$ cat src/hdl/hsr_pkg.sv
// hsr_pkg: types, constants and romanization tables for the hangul romanizer
// no dependencies; imported by every module of the block except hsr_checker

package hsr_pkg;

  localparam logic [20:0] SYL_FIRST = 21'h00AC00;
  localparam logic [20:0] SYL_LAST  = 21'h00D7A3;

  // reciprocals for offset / 588 and offset / 28, exact over the syllable range
  localparam logic [14:0] RECIP_INI   = 15'd28533;
  localparam int          SHIFT_INI   = 24;
  localparam logic [15:0] RECIP_Q28   = 16'd37450;
  localparam int          SHIFT_Q28   = 20;
  localparam logic [8:0]  MED_PER_INI = 9'd21;
  localparam logic [13:0] PER_MEDIAL  = 14'd28;

  localparam logic [7:0] NUL = 8'h00;

  // classified item between the front and the emitter
  typedef struct packed {
    logic       is_syl;
    logic [7:0] byte_lo;
    logic [4:0] ini;
    logic [4:0] med;
    logic [4:0] fin;
  } hsr_entry_t;

  // up to two letters, c0 goes out first
  typedef struct packed {
    logic [1:0] len;
    logic [7:0] c0;
    logic [7:0] c1;
  } hsr_pair_t;

  // up to three letters, c0 goes out first
  typedef struct packed {
    logic [1:0] len;
    logic [7:0] c0;
    logic [7:0] c1;
    logic [7:0] c2;
  } hsr_trip_t;

  function automatic hsr_pair_t lead_letters(input logic [4:0] ini);
    hsr_pair_t r;
    unique case (ini)
      5'd0:    r = {2'd1, "g", NUL};
      5'd1:    r = {2'd2, "k", "k"};
      5'd2:    r = {2'd1, "n", NUL};
      5'd3:    r = {2'd1, "d", NUL};
      5'd4:    r = {2'd2, "t", "t"};
      5'd5:    r = {2'd1, "r", NUL};
      5'd6:    r = {2'd1, "m", NUL};
      5'd7:    r = {2'd1, "b", NUL};
      5'd8:    r = {2'd2, "p", "p"};
      5'd9:    r = {2'd1, "s", NUL};
      5'd10:   r = {2'd2, "s", "s"};
      5'd11:   r = {2'd0, NUL, NUL};
      5'd12:   r = {2'd1, "j", NUL};
      5'd13:   r = {2'd2, "j", "j"};
      5'd14:   r = {2'd2, "c", "h"};
      5'd15:   r = {2'd1, "K", NUL};
      5'd16:   r = {2'd1, "T", NUL};
      5'd17:   r = {2'd1, "P", NUL};
      default: r = {2'd1, "h", NUL};
    endcase
    return r;
  endfunction

  function automatic hsr_trip_t vowel_letters(input logic [4:0] med);
    hsr_trip_t r;
    unique case (med)
      5'd0:    r = {2'd1, "a", NUL, NUL};
      5'd1:    r = {2'd2, "a", "e", NUL};
      5'd2:    r = {2'd2, "y", "a", NUL};
      5'd3:    r = {2'd3, "y", "a", "e"};
      5'd4:    r = {2'd2, "e", "o", NUL};
      5'd5:    r = {2'd1, "e", NUL, NUL};
      5'd6:    r = {2'd3, "y", "e", "o"};
      5'd7:    r = {2'd2, "y", "e", NUL};
      5'd8:    r = {2'd1, "o", NUL, NUL};
      5'd9:    r = {2'd2, "w", "a", NUL};
      5'd10:   r = {2'd3, "w", "a", "e"};
      5'd11:   r = {2'd2, "o", "e", NUL};
      5'd12:   r = {2'd2, "y", "o", NUL};
      5'd13:   r = {2'd1, "u", NUL, NUL};
      5'd14:   r = {2'd2, "w", "o", NUL};
      5'd15:   r = {2'd2, "w", "e", NUL};
      5'd16:   r = {2'd2, "w", "i", NUL};
      5'd17:   r = {2'd2, "y", "u", NUL};
      5'd18:   r = {2'd2, "e", "u", NUL};
      5'd19:   r = {2'd2, "u", "i", NUL};
      default: r = {2'd1, "i", NUL, NUL};
    endcase
    return r;
  endfunction

  function automatic hsr_pair_t tail_letters(input logic [4:0] fin);
    hsr_pair_t r;
    unique case (fin)
      5'd1:    r = {2'd1, "k", NUL};
      5'd2:    r = {2'd2, "k", "k"};
      5'd3:    r = {2'd2, "k", "s"};
      5'd4:    r = {2'd1, "n", NUL};
      5'd5:    r = {2'd2, "n", "j"};
      5'd6:    r = {2'd2, "n", "h"};
      5'd7:    r = {2'd1, "t", NUL};
      5'd8:    r = {2'd1, "l", NUL};
      5'd9:    r = {2'd2, "l", "k"};
      5'd10:   r = {2'd2, "l", "m"};
      5'd11:   r = {2'd2, "l", "p"};
      5'd12:   r = {2'd2, "l", "s"};
      5'd13:   r = {2'd2, "l", "T"};
      5'd14:   r = {2'd2, "l", "P"};
      5'd15:   r = {2'd2, "l", "h"};
      5'd16:   r = {2'd1, "m", NUL};
      5'd17:   r = {2'd1, "p", NUL};
      5'd18:   r = {2'd2, "p", "s"};
      5'd19:   r = {2'd1, "s", NUL};
      5'd20:   r = {2'd2, "s", "s"};
      5'd21:   r = {2'd2, "n", "g"};
      5'd22:   r = {2'd1, "j", NUL};
      5'd23:   r = {2'd2, "c", "h"};
      5'd24:   r = {2'd1, "K", NUL};
      5'd25:   r = {2'd1, "T", NUL};
      5'd26:   r = {2'd1, "P", NUL};
      5'd27:   r = {2'd1, "h", NUL};
      default: r = {2'd0, NUL, NUL};
    endcase
    return r;
  endfunction

endpackage

$ cat src/hdl/hangul_syllable_romanizer_unit.sv
// hangul_syllable_romanizer_unit: top level, front classifier, queue and emitter
// depends on hsr_pkg, hsr_front, hsr_fifo and hsr_emit
//
// Usage: one Unicode code point per beat on the input channel
// (in_valid/in_ready/code_point). Each one produces 1 to 7 beats on the
// output channel (out_valid/out_ready/out_byte/last): the letters of a
// precomposed syllable's initial, medial and final, or the low byte of any
// other code point, with last set on the final beat of the item.
// The first byte of an item passes the front's s1 and s2 stages, the queue,
// the emitter's item registers and its output register. Throughput: one
// output byte per cycle while out_ready is high, set by the emitter; input
// beats are taken every cycle while the queue has room, so sustained input is
// bounded by the output, one beat per byte (1 to 7 per syllable, 1 otherwise).
// The front splits syllables in two stages with reciprocal multipliers,
// and a DEPTH-entry queue lets it keep taking items while the output stalls.
// When out_ready is low the output register holds its byte; the emitter,
// queue and front fill in turn, and in_ready drops only once all are full.
// Reset clears all valid flags and queue pointers; no clearing pass is needed.

module hangul_syllable_romanizer_unit #(
  parameter int DEPTH = 4
) (
  input  logic        clk,
  input  logic        rst,
  input  logic        in_valid,
  output logic        in_ready,
  input  logic [20:0] code_point,
  output logic        out_valid,
  input  logic        out_ready,
  output logic [7:0]  out_byte,
  output logic        last
);
  import hsr_pkg::*;

  hsr_entry_t f_data;
  hsr_entry_t q_data;
  logic       f_valid;
  logic       f_ready;
  logic       q_valid;
  logic       q_ready;

  hsr_front u_front (
    .clk        (clk),
    .rst        (rst),
    .in_valid   (in_valid),
    .in_ready   (in_ready),
    .code_point (code_point),
    .q_valid    (f_valid),
    .q_ready    (f_ready),
    .q_data     (f_data)
  );

  hsr_fifo #(
    .DEPTH (DEPTH)
  ) u_fifo (
    .clk      (clk),
    .rst      (rst),
    .wr_valid (f_valid),
    .wr_ready (f_ready),
    .wr_data  (f_data),
    .rd_valid (q_valid),
    .rd_ready (q_ready),
    .rd_data  (q_data)
  );

  hsr_emit u_emit (
    .clk       (clk),
    .rst       (rst),
    .ent_valid (q_valid),
    .ent_ready (q_ready),
    .ent       (q_data),
    .out_valid (out_valid),
    .out_ready (out_ready),
    .out_byte  (out_byte),
    .last      (last)
  );

endmodule

$ cat src/hdl/hsr_front.sv
// hsr_front: accepts code points, classifies them and splits syllables
// into initial, medial and final indices over two pipeline stages; uses hsr_pkg

module hsr_front (
  input  logic                clk,
  input  logic                rst,
  input  logic                in_valid,
  output logic                in_ready,
  input  logic [20:0]         code_point,
  output logic                q_valid,
  input  logic                q_ready,
  output hsr_pkg::hsr_entry_t q_data
);
  import hsr_pkg::*;

  logic        s1_v;
  logic        s1_syl;
  logic [7:0]  s1_byte;
  logic [13:0] s1_off;

  logic        s2_v;
  logic        s2_syl;
  logic [7:0]  s2_byte;
  logic [13:0] s2_off;
  logic [4:0]  s2_ini;
  logic [8:0]  s2_q28;

  logic        s1_ready;
  logic        s2_ready;
  logic [20:0] off_full;
  logic [28:0] prod_ini;
  logic [29:0] prod_q28;
  logic [8:0]  med_full;
  logic [13:0] fin_full;

  assign s2_ready = !s2_v || q_ready;
  assign s1_ready = !s1_v || s2_ready;
  assign in_ready = s1_ready;

  assign off_full = code_point - SYL_FIRST;

  // offset / 588 and offset / 28 by reciprocal multiply
  assign prod_ini = 29'(s1_off) * 29'(RECIP_INI);
  assign prod_q28 = 30'(s1_off) * 30'(RECIP_Q28);

  assign med_full = s2_q28 - 9'(s2_ini) * MED_PER_INI;
  assign fin_full = s2_off - 14'(s2_q28) * PER_MEDIAL;

  assign q_valid        = s2_v;
  assign q_data.is_syl  = s2_syl;
  assign q_data.byte_lo = s2_byte;
  assign q_data.ini     = s2_ini;
  assign q_data.med     = med_full[4:0];
  assign q_data.fin     = fin_full[4:0];

  always_ff @(posedge clk) begin
    if (rst) begin
      s1_v <= 1'b0;
      s2_v <= 1'b0;
    end else begin
      if (s1_ready) s1_v <= in_valid;
      if (s2_ready) s2_v <= s1_v;
    end
  end

  always_ff @(posedge clk) begin
    if (in_valid && s1_ready) begin
      s1_syl  <= (code_point >= SYL_FIRST) && (code_point <= SYL_LAST);
      s1_byte <= code_point[7:0];
      s1_off  <= off_full[13:0];
    end
    if (s1_v && s2_ready) begin
      s2_syl  <= s1_syl;
      s2_byte <= s1_byte;
      s2_off  <= s1_off;
      s2_ini  <= prod_ini[SHIFT_INI +: 5];
      s2_q28  <= prod_q28[SHIFT_Q28 +: 9];
    end
  end

endmodule

$ cat src/hdl/hsr_fifo.sv
// hsr_fifo: short queue of classified items between front and emitter
// uses hsr_pkg for the entry type

module hsr_fifo #(
  parameter int DEPTH = 4
) (
  input  logic                clk,
  input  logic                rst,
  input  logic                wr_valid,
  output logic                wr_ready,
  input  hsr_pkg::hsr_entry_t wr_data,
  output logic                rd_valid,
  input  logic                rd_ready,
  output hsr_pkg::hsr_entry_t rd_data
);
  import hsr_pkg::*;

  localparam int AW = (DEPTH > 1) ? $clog2(DEPTH) : 1;
  localparam int CW = $clog2(DEPTH + 1);
  localparam logic [AW-1:0] LAST_SLOT = AW'(DEPTH - 1);
  localparam logic [CW-1:0] FULL_CNT  = CW'(DEPTH);

  hsr_entry_t    slots [DEPTH];
  logic [AW-1:0] wr_ptr;
  logic [AW-1:0] rd_ptr;
  logic [CW-1:0] count;
  logic          do_wr;
  logic          do_rd;

  assign wr_ready = (count != FULL_CNT);
  assign rd_valid = (count != '0);
  assign do_wr    = wr_valid && wr_ready;
  assign do_rd    = rd_valid && rd_ready;
  assign rd_data  = slots[rd_ptr];

  always_ff @(posedge clk) begin
    if (rst) begin
      wr_ptr <= '0;
      rd_ptr <= '0;
      count  <= '0;
    end else begin
      if (do_wr) wr_ptr <= (wr_ptr == LAST_SLOT) ? '0 : wr_ptr + 1'b1;
      if (do_rd) rd_ptr <= (rd_ptr == LAST_SLOT) ? '0 : rd_ptr + 1'b1;
      if (do_wr && !do_rd) count <= count + 1'b1;
      else if (do_rd && !do_wr) count <= count - 1'b1;
    end
  end

  always_ff @(posedge clk) begin
    if (do_wr) slots[wr_ptr] <= wr_data;
  end

endmodule

$ cat src/hdl/hsr_emit.sv
// hsr_emit: looks up letters for one classified item and sends them
// one byte per beat through an output register; uses hsr_pkg tables

module hsr_emit (
  input  logic                clk,
  input  logic                rst,
  input  logic                ent_valid,
  output logic                ent_ready,
  input  hsr_pkg::hsr_entry_t ent,
  output logic                out_valid,
  input  logic                out_ready,
  output logic [7:0]          out_byte,
  output logic                last
);
  import hsr_pkg::*;

  logic      cur_v;
  hsr_pair_t lead_r;
  hsr_trip_t vow_r;
  hsr_pair_t tail_r;
  logic [2:0] idx;
  logic [2:0] total;

  hsr_pair_t  lead_w;
  hsr_trip_t  vow_w;
  hsr_pair_t  tail_w;
  logic [2:0] k_v;
  logic [2:0] k_t;
  logic [7:0] sel;
  logic       adv;
  logic       is_end;
  logic       load;

  assign adv       = cur_v && (!out_valid || out_ready);
  assign is_end    = (idx == total - 3'd1);
  assign ent_ready = !cur_v || (adv && is_end);
  assign load      = ent_valid && ent_ready;

  // non-syllables go out as a single lead letter
  always_comb begin
    if (ent.is_syl) begin
      lead_w = lead_letters(ent.ini);
      vow_w  = vowel_letters(ent.med);
      tail_w = tail_letters(ent.fin);
    end else begin
      lead_w = {2'd1, ent.byte_lo, NUL};
      vow_w  = {2'd0, NUL, NUL, NUL};
      tail_w = {2'd0, NUL, NUL};
    end
  end

  assign k_v = idx - {1'b0, lead_r.len};
  assign k_t = k_v - {1'b0, vow_r.len};

  always_comb begin
    if (idx < {1'b0, lead_r.len}) begin
      sel = idx[0] ? lead_r.c1 : lead_r.c0;
    end else if (k_v < {1'b0, vow_r.len}) begin
      case (k_v[1:0])
        2'd0:    sel = vow_r.c0;
        2'd1:    sel = vow_r.c1;
        default: sel = vow_r.c2;
      endcase
    end else begin
      sel = k_t[0] ? tail_r.c1 : tail_r.c0;
    end
  end

  always_ff @(posedge clk) begin
    if (rst) begin
      cur_v     <= 1'b0;
      out_valid <= 1'b0;
      idx       <= '0;
    end else begin
      if (ent_ready) cur_v <= ent_valid;
      if (load) idx <= '0;
      else if (adv) idx <= idx + 3'd1;
      if (adv) out_valid <= 1'b1;
      else if (out_ready) out_valid <= 1'b0;
    end
  end

  always_ff @(posedge clk) begin
    if (load) begin
      lead_r <= lead_w;
      vow_r  <= vow_w;
      tail_r <= tail_w;
      total  <= {1'b0, lead_w.len} + {1'b0, vow_w.len} + {1'b0, tail_w.len};
    end
    if (adv) begin
      out_byte <= sel;
      last     <= is_end;
    end
  end

endmodule

$ cat config.mk
export PLATFORM = sky130hd
export DESIGN_NAME = hangul_syllable_romanizer_unit
export DESIGN_NICKNAME = d
export VERILOG_FILES = /design/src/hdl/hsr_pkg.sv /design/src/hdl/hangul_syllable_romanizer_unit.sv /design/src/hdl/hsr_front.sv /design/src/hdl/hsr_fifo.sv /design/src/hdl/hsr_emit.sv
export SDC_FILE = /design/constraint.sdc
export NUM_CORES = 1
export LEC_CHECK = 0
export BUFFER_PORTS_ARGS = -buffer_cell sky130_fd_sc_hd__buf_2
export CAP_MARGIN = 30
export CORE_MARGIN = 3
export CORE_UTILIZATION = 50
export CTS_CLUSTER_SIZE = 14
export DETAILED_ROUTE_END_ITERATION = 6
export PLACE_DENSITY = 0.66
export SLEW_MARGIN = 25
export SYNTH_ARGS = -nofsm -noshare
export SYNTH_HDL_FRONTEND = slang
export SYNTH_HIERARCHICAL = 1
export SYNTH_SLANG_ARGS = --single-unit
$ cat constraint.sdc
create_clock -name clk -period 10.1 [get_ports clk]
set_input_delay 2.02 -clock clk [delete_from_list [all_inputs] [get_ports clk]]
set_output_delay 2.02 -clock clk [all_outputs]
set_load 0.05 [all_outputs]
==> After elaboration in Yosys (flattened, before gate mapping) <==
Memory sizes are Yosys's and may differ from the RTL's. A register that Yosys moved wholly into a read port is not among the register bits.
Cells that the tools add are included.
{ "word_totals": {"output_inout_bits": 11, "n_memories": 4, "romBits": 1632, "word_cells": 100, "ram_bits": 96, "reg_bits": 137, "input_bits": 25} }
{ "op_classes": {"n_lt_le_gt_ge": 4, "multipliers": 4, "n_addsub": 13, "n_eq_ne": 5, "n_reduce_logical": 24, "muxes": 18} }
{ "memory_table": {"columns": ["name", "words", "word_bits", "rd", "rd_ports_with_merged_regs", "write_ports", "line", "text"], "rows": [
  ["(name not given)", 32, 19, 1, 0, 0, "hsr_pkg.sv:71", "unique case (med)"],
  ["(name not given)", 32, 16, 1, 0, 0, "hsr_pkg.sv:45", "unique case (ini)"],
  ["(name not given)", 32, 16, 1, 0, 0, "hsr_pkg.sv:99", "unique case (fin)"],
  ["u_fifo.slots", 4, 24, 1, 1, 1, "hsr_fifo.sv:23", "hsr_entry_t slots [DEPTH];"]
]} }
{ "op_table": {"columns": ["cell", "n"], "rows": [
  ["18-bit two-way mux", 2],
  ["8-bit two-way mux", 4],
  ["14-bit by 15-bit multiplier with 29-bit output (second input constant)", 1],
  ["14-bit by 15-bit multiplier with 28-bit output (second input constant)", 1],
  ["26-bit two-way mux", 1],
  ["21-bit by 16-bit greater-or-equal comparator with 1-bit output (second input constant)", 1],
  ["21-bit by 16-bit less-or-equal comparator with 1-bit output (second input constant)", 1],
  ["8-bit case mux with 2 select lines", 1],
  ["14-bit subtractor (second input constant)", 1],
  ["5-bit subtractor", 2],
  ["1-bit logical AND", 9],
  ["9-bit by 3-bit multiplier with 3-bit output (second input constant)", 1],
  ["2-bit two-way mux", 4],
  ["3-bit by 1-bit adder with 3-bit output (second input constant)", 2],
  ["1-bit zero test", 6],
  ["3-bit by 2-bit less-than comparator with 1-bit output", 2],
  ["3-bit two-way mux", 2],
  ["3-bit by 1-bit subtractor with 3-bit output (second input constant)", 2],
  ["5-bit by 5-bit multiplier with 5-bit output (second input constant)", 1],
  ["2-bit by 1-bit adder with 2-bit output (second input constant)", 2],
  ["2-bit equality test (second input constant)", 2],
  ["1-bit logical OR", 4],
  ["1-bit two-way mux", 4],
  ["2-bit nonzero test", 2],
  ["10 further kinds", 10]
]} }

==> Logic depth before layout (Yosys ltp) <==
Gate-level depths: netlist (run 1).
{ "logic_depth": {"word_depth": 9, "depth_mapped": 19, "depth_no_buf": 19} }

==> By module <==
The synthesis (run 1) kept the hierarchy.
{ "modules_own_cells": {"columns": ["mod", "cells_each", "seq_area_each_um2", "n_inst", "area_per_inst_um2"], "rows": [
  ["hsr_front", 731, 1061.0, 1, 7691.1],
  ["hsr_emit", 393, 1781.7, 1, 3997.6],
  ["hsr_fifo", 174, 3062.9, 1, 3941.3]
]} }

==> Worst setup path after synthesis (run 1) <==
OpenSTA, ideal clock, no wires.
{ "synth_timing": {"kind": "reg-to-reg", "from": "register, netlist name u_front/s1_byte[3]", "to": "register u_front.s2_ini[4] (data pin)", "setup_time_ns": 0.136, "path_stages_with_launch": 20, "t_arrival_ns": 5.176, "period_less_slack_ns": 5.312, "required_ns": 9.964, "n_path_buf": 0, "path_slack_ns": 4.788, "path_cell_list": "edfxtp_1 inv_1 ha_1 inv_1 fa_1 inv_1 fa_1 inv_1 fa_1 fa_1 inv_1 fa_1 inv_1 ha_1 a21oi_1 o21ai_0 o211ai_1 nand3_1 or4_1 nand3_1"} }
{ "synth_lines": {"columns": ["item", "line", "text"], "rows": [
  ["end signal: assignment", "hsr_front.sv:76", "s2_ini <= prod_ini[SHIFT_INI +: 5];"],
  ["end: declaration", "hsr_front.sv:25", "logic [4:0] s2_ini;"]
]} }

==> results of run 1 <==
==> worst max-delay path, stage by stage, from the launching register on <==
cell and delay, ns:
edfxtp_1 0.70, inv_1 0.17, ha_1 0.31, inv_1 0.06, fa_1 0.56, inv_1 0.08
fa_1 0.50, inv_1 0.05, fa_1 0.46, fa_1 0.54, inv_1 0.05, fa_1 0.49
inv_1 0.04, ha_1 0.32, a21oi_1 0.14, o21ai_0 0.12, o211ai_1 0.23, nand3_1 0.15
or4_1 0.51, nand3_1 0.10
==> path summary, 6_finish.rpt <==
| check | start | end | slack (ns) | cells after the start |
|---|---|---|---|---|
| setup / recovery | u_front/s1_byte[3] | u_front/s2_ini[4] | 4.40 | 19 |
| hold / removal | u_fifo/rd_ptr[0] | flop | 0.48 | 2 |
| setup reg to reg | u_front/s1_byte[3] | u_front/s2_ini[4] | 4.40 | 19 |
| hold reg to reg | u_fifo/rd_ptr[0] | flop | 0.48 | 2 |
==> routing by layer <==
layer	routed length, microns	vias up
met1	12900	4576
met2	15200	147
met3	924	41
met5	0	-
li1	-	4574
met4	923	0
==> cell type report <==
class / instances / area, sq um
inverters: 238 / 893
clock buffers: 29 / 598
repair buffers: 40 / 216
well taps: 396 / 495
clock inverters: 12 / 151
multi-input cells: 821 / 8670
fillers: 2596 / 13700
flip-flops and latches: 202 / 5910
==> stage by stage <==
stage	hold slack (ns)	area (sq um)	util, %
after floorplan	0.400	15600	-
after global placement	0.474	16200	52.7
after detailed placement	0.475	16200	52.8
after CTS	0.484	16900	55.2
after global routing	0.508	16900	55.2
final	0.481	16900	55.2
==> registers in the layout (all words and copies together), names as in the netlist, 7 cells and up, named ones only <==
| name | cells |
|---|---|
| u_fifo/slots | 96 |
| u_emit/lead_r | 16 |
| u_emit/tail_r | 14 |
| u_emit/vow_r | 14 |
| u_emit/out_byte | 8 |
| u_front/s2_byte | 8 |
| u_front/s1_byte | 7 |
| u_front/s1_off | 7 |
==> cell usage after synthesis, drive strengths merged (3+ instances only) <==
library cell and n:
nor2 46, o21bai 3, xnor2 27, clkbuf 18
edfxtp 186, nor3 18, or3 8, mux2i 16
ha 217, nand4 5, xor2 12, nand3 23
a31oi 10, nor2b 20, and2 6, nor3b 4
o211ai 4, buf 19, a21o 8, o22ai 4
nand2 42, o21ai 31, o21a 13, nand2b 17
mux2 9, fa 121, inv 238, a211oi 16
and3 9, a21oi 51, a22oi 4, a211o 4
o31ai 7, mux4 26, dfxtp 16
==> kinds of logic after synthesis <==
family	after synthesis	share of synthesized area, %
fa+ha+maj	338	32.9
buf+inv	275	6.81
simple gates	208	6.82
flops	202	37.8
compound gates	184	7.97
mux	51	5.42
xor+xnor	40	2.33
==> results.toml, run 1 <==
[sta]
hold_violations = 0
finalWorstSetupSlack_ns = 4.40
slew_headroom_pct = 47.3
fin_crit_ns = 5.70
clock_skew_ns = 0.0106
setup-violations-final = 0
max_freq_ghz = 0.175
period_share_pct = 56.5
drv_slew = 0
finalSetupTns_ns = 0
tightest_slew_ns = 0.780
rsz0062_at_grt = "no"

[global_routing]
grt.overflow.total = 0
grt_pass1_vias = 9720
use_met1_pct = 24.0
grt_max_degree = 51
antenna_found_initial = 0
grt_busiest_layer = "met2"
grt_use_total_pct = 18.5
grt_use_met3_pct = 2.18
grt_pass1_wl_microns = 50000
grt_util_met2_pct = 33.0

[placement]
preCtsSetupSlack_ns = 4.38
gp_congestion = 0.868
post-place-cells = 1697
placement.io_buffers = 35
dpl.hpwl_microns = 23700

[clocking]
numCtsBuffers = 23
cts_setup_buffers = 0
path_clk_slew_ns = 0.06
cts_buffer_depth = 3
cts-hold-fix-buffers = 0
clk_latency_ns = 0.52
root_buffer = "clkbuf_16"
h-tree-depth = 1
cts_tree = "yes"
clock_sinks = 202
ctsResizeCount = 0

[critical_path]
cp-end-kind = "flop"
start_kind = "flop"
critPathMaxFanout = 11
crit_required_ns = 10.49
path_class = "reg -> reg"
cp.arrival_ns = 6.09

[synth]
synthArstFlopShare_pct = 0
yosys.area.top_type = "edfxtp_1"
synth_cells = 1298
syn_area_sq_um = 15600
synth.avg_cell_area_sq_um = 12.0
synth.distinct_cells = 77
synth_edf_count = 186
synth_seq_area_share_pct = 37.8
yosys.area.top_type_share_pct = 35.7
synth_fp_nets = 1661
ys_ff_latch = 202
synth_warnings = 6
synth_top_flop_cell = "edfxtp_1"
synthTopCellsByArea = "edfxtp_1 (36%), ha_1 (17%), fa_1 (15%)"

[die]
die_h_microns = 183
die_w_microns = 183
die-area_sq_um = 33400
rows = 64
pin_count = 36
coreArea_sq_um = 30700
start_util_pct = 51.0

[outcome]
status = "finished, final reports clean"

[finish]
nNetsFinal = 1689
mostFrequentLayoutCells = "inv_1 (238), ha_1 (217), edfxtp_1 (186), fa_1 (121), a21oi_1 (51)"
drive_gt1_share_pct = 9.31
stdcell_count = 1738
areaGrowthSynthToFinish_pct = 8.31
antenna_cells = 0
final_common_cell = "inv_1"

[routing]
via_per_inst = 5.37
via_count = 9338
drc = 0
routedWlPerCell_microns = 17.2
wl_microns = 30000
dr.pass1.iters = 5
first_iter_violations = 469
antenna_left = 0

[job]
drv_cap = 0

[worst_hold_path]
hold_path_class = "reg -> reg"
Power of run 1 is left out: the tool's default activity adds up to more than one toggle a clock period on the data nets, which glitch-free logic cannot reach.
==> inputs of run 2 (changes only) <==
Clock period 10.1 ns to 5.4 ns, I/O delays scaled along.
==> results.toml, run 2 (synthesis gave the netlist of run 1 again) <==
[die]
start_util_pct = 51.0
die_w_microns = 183
rows = 64
die_h_microns = 183
die-area_sq_um = 33400
pin_count = 36
coreArea_sq_um = 30700

[global_routing]
antenna_found_initial = 0
grt.overflow.total = 0
grt_use_total_pct = 18.8
grt_pass1_vias = 10100
grt_pass1_wl_microns = 50500
grt_max_degree = 31

[critical_path]
r2r_end = "u_front/s2_ini[1]"
start_kind = "flop"
cp-endpoint = "u_front/s2_ini[1]"
crit_path_start = "u_front/s1_byte[3]"
ff2ff_path_depth = 20
critPathMaxFanout = 4
cp.arrival_ns = 5.53
path_class = "reg -> reg"
cp-end-kind = "flop"
worstReg2RegStart = "u_front/s1_byte[3]"
crit_required_ns = 5.66
rrSetupSlack_ns = 0.13

[routing]
first_iter_violations = 520
via_count = 9659
routedWlPerCell_microns = 17.6
via_per_inst = 5.45
drc = 0
wl_microns = 31200
wl_met3_microns = 1020
route.top_layer_used = "met4"
wl_met2_microns = 16300
wl_met1_microns = 12900
antenna_left = 0
dr.pass1.iters = 5

[clocking]
clock_sinks = 202
clk_latency_ns = 0.53
h-tree-depth = 1
cts_buffer_depth = 3
path_clk_slew_ns = 0.06
numCtsBuffers = 24
cts_tree = "yes"
root_buffer = "clkbuf_16"
cts-hold-fix-buffers = 0

[finish]
regArea_sq_um = 5910
areaGrowthSynthToFinish_pct = 10.7
largest_register = "u_fifo/slots"
mostFrequentLayoutCells = "inv_1 (234), ha_1 (210), edfxtp_1 (186), fa_1 (118), a21oi_1 (49)"
nNetsFinal = 1722
largest_reg_flops = 96
largest_registers = "u_fifo/slots (96), u_emit/lead_r (16)"
final_common_cell = "inv_1"
drive_gt1_share_pct = 13.5
fillers = 2562
multiInputGateArea_sq_um = 8810
antenna_cells = 0

[placement]
gp_congestion = 0.855
preCtsSetupSlack_ns = -0.0249
dpl.hpwl_microns = 24400
placement.io_buffers = 35

[sta]
clock_skew_ns = 0.0165
period_share_pct = 97.5
fin_crit_ns = 5.27
drv_slew = 0
hold_violations = 0
finalWorstSetupSlack_ns = 0.133
setup-violations-final = 0
slew_headroom_pct = 45.3
tightest_slew_ns = 0.820
max_freq_ghz = 0.190

[outcome]
status = "finished, final reports clean"

[worst_hold_path]
hold_path_class = "reg -> reg"

[job]
drv_cap = 0
run 2: changes by cell type in the layout (fill, tap and decap cells not counted), sizes merged:
| cell | delta |
|---|---|
| clkinv | -2 |
| clkinvlp | +2 |
| buf | +32 |
| clkbuf | +4 |
| bufinv | -3 |
run 2: layout make-up:
cell class | count | area share [%]
multi-input combinational | 821 | 50.9
sequential | 202 | 34.1
inverter | 238 | 5.16
clock buffer | 33 | 3.84
tap | 396 | 2.86
timing repair buffer | 72 | 2.66
clock inverter | 9 | 0.412
run 2: what timing repair did:
action / CTS / global route
resized for setup: 3 / 28
setup buffers: 2 / 10
pin swaps: 2 / 15
endpoints found under the setup margin: 1 / 10
run 2: metrics by stage:
step	hold WS (ns)	utilization, %	instance area, sq um	TNS, ns	cells
global route	0.528	56.4	17300	-0.0172	1771
CTS	0.498	55.7	17100	0	1760
finish	0.496	56.4	17300	0	1771
global placement	0.475	53.2	16300	0	1716
detailed placement	0.488	53.2	16300	-0.0249	1716
floorplan	0.400	-	15600	0	1298
run 2: how the worst min path moves through the flow:
stage	startpoint	end	slack [ns]	depth (start not counted)
after floorplan	u_front/s1_syl	u_front/s2_syl	0.40	0
after global placement	u_front/s2_byte[7]	u_fifo/slots[2][22]	0.47	0
after detailed placement	u_fifo/rd_ptr[0]	flop	0.49	2
after CTS	u_fifo/rd_ptr[0]	flop	0.50	2
after global routing	u_fifo/rd_ptr[0]	flop	0.53	2
final	u_fifo/rd_ptr[0]	flop	0.50	2
run 2: critical path, cell delays in order (launching register included):
cell      delay, ns
edfxtp_1       0.44
inv_2          0.08
ha_1           0.30
inv_1          0.10
fa_2           0.45
buf_4          0.15
fa_1           0.53
inv_1          0.05
fa_1           0.48
inv_1          0.06
fa_1           0.54
inv_1          0.06
fa_1           0.50
inv_1          0.04
ha_1           0.26
a21o_1         0.18
a21o_1         0.16
a21oi_1        0.16
o21bai_1       0.09
a211oi_2       0.28
xnor2_1        0.09
run 2: per-layer routing:
layer	global-route usage [%]	vias to the layer above
li1	-	4644
met1	22.7	4777
met2	35.3	183
met5	0	-
met3	2.00	55
met4	6.11	0
Power of run 2 is left out for the same reason.
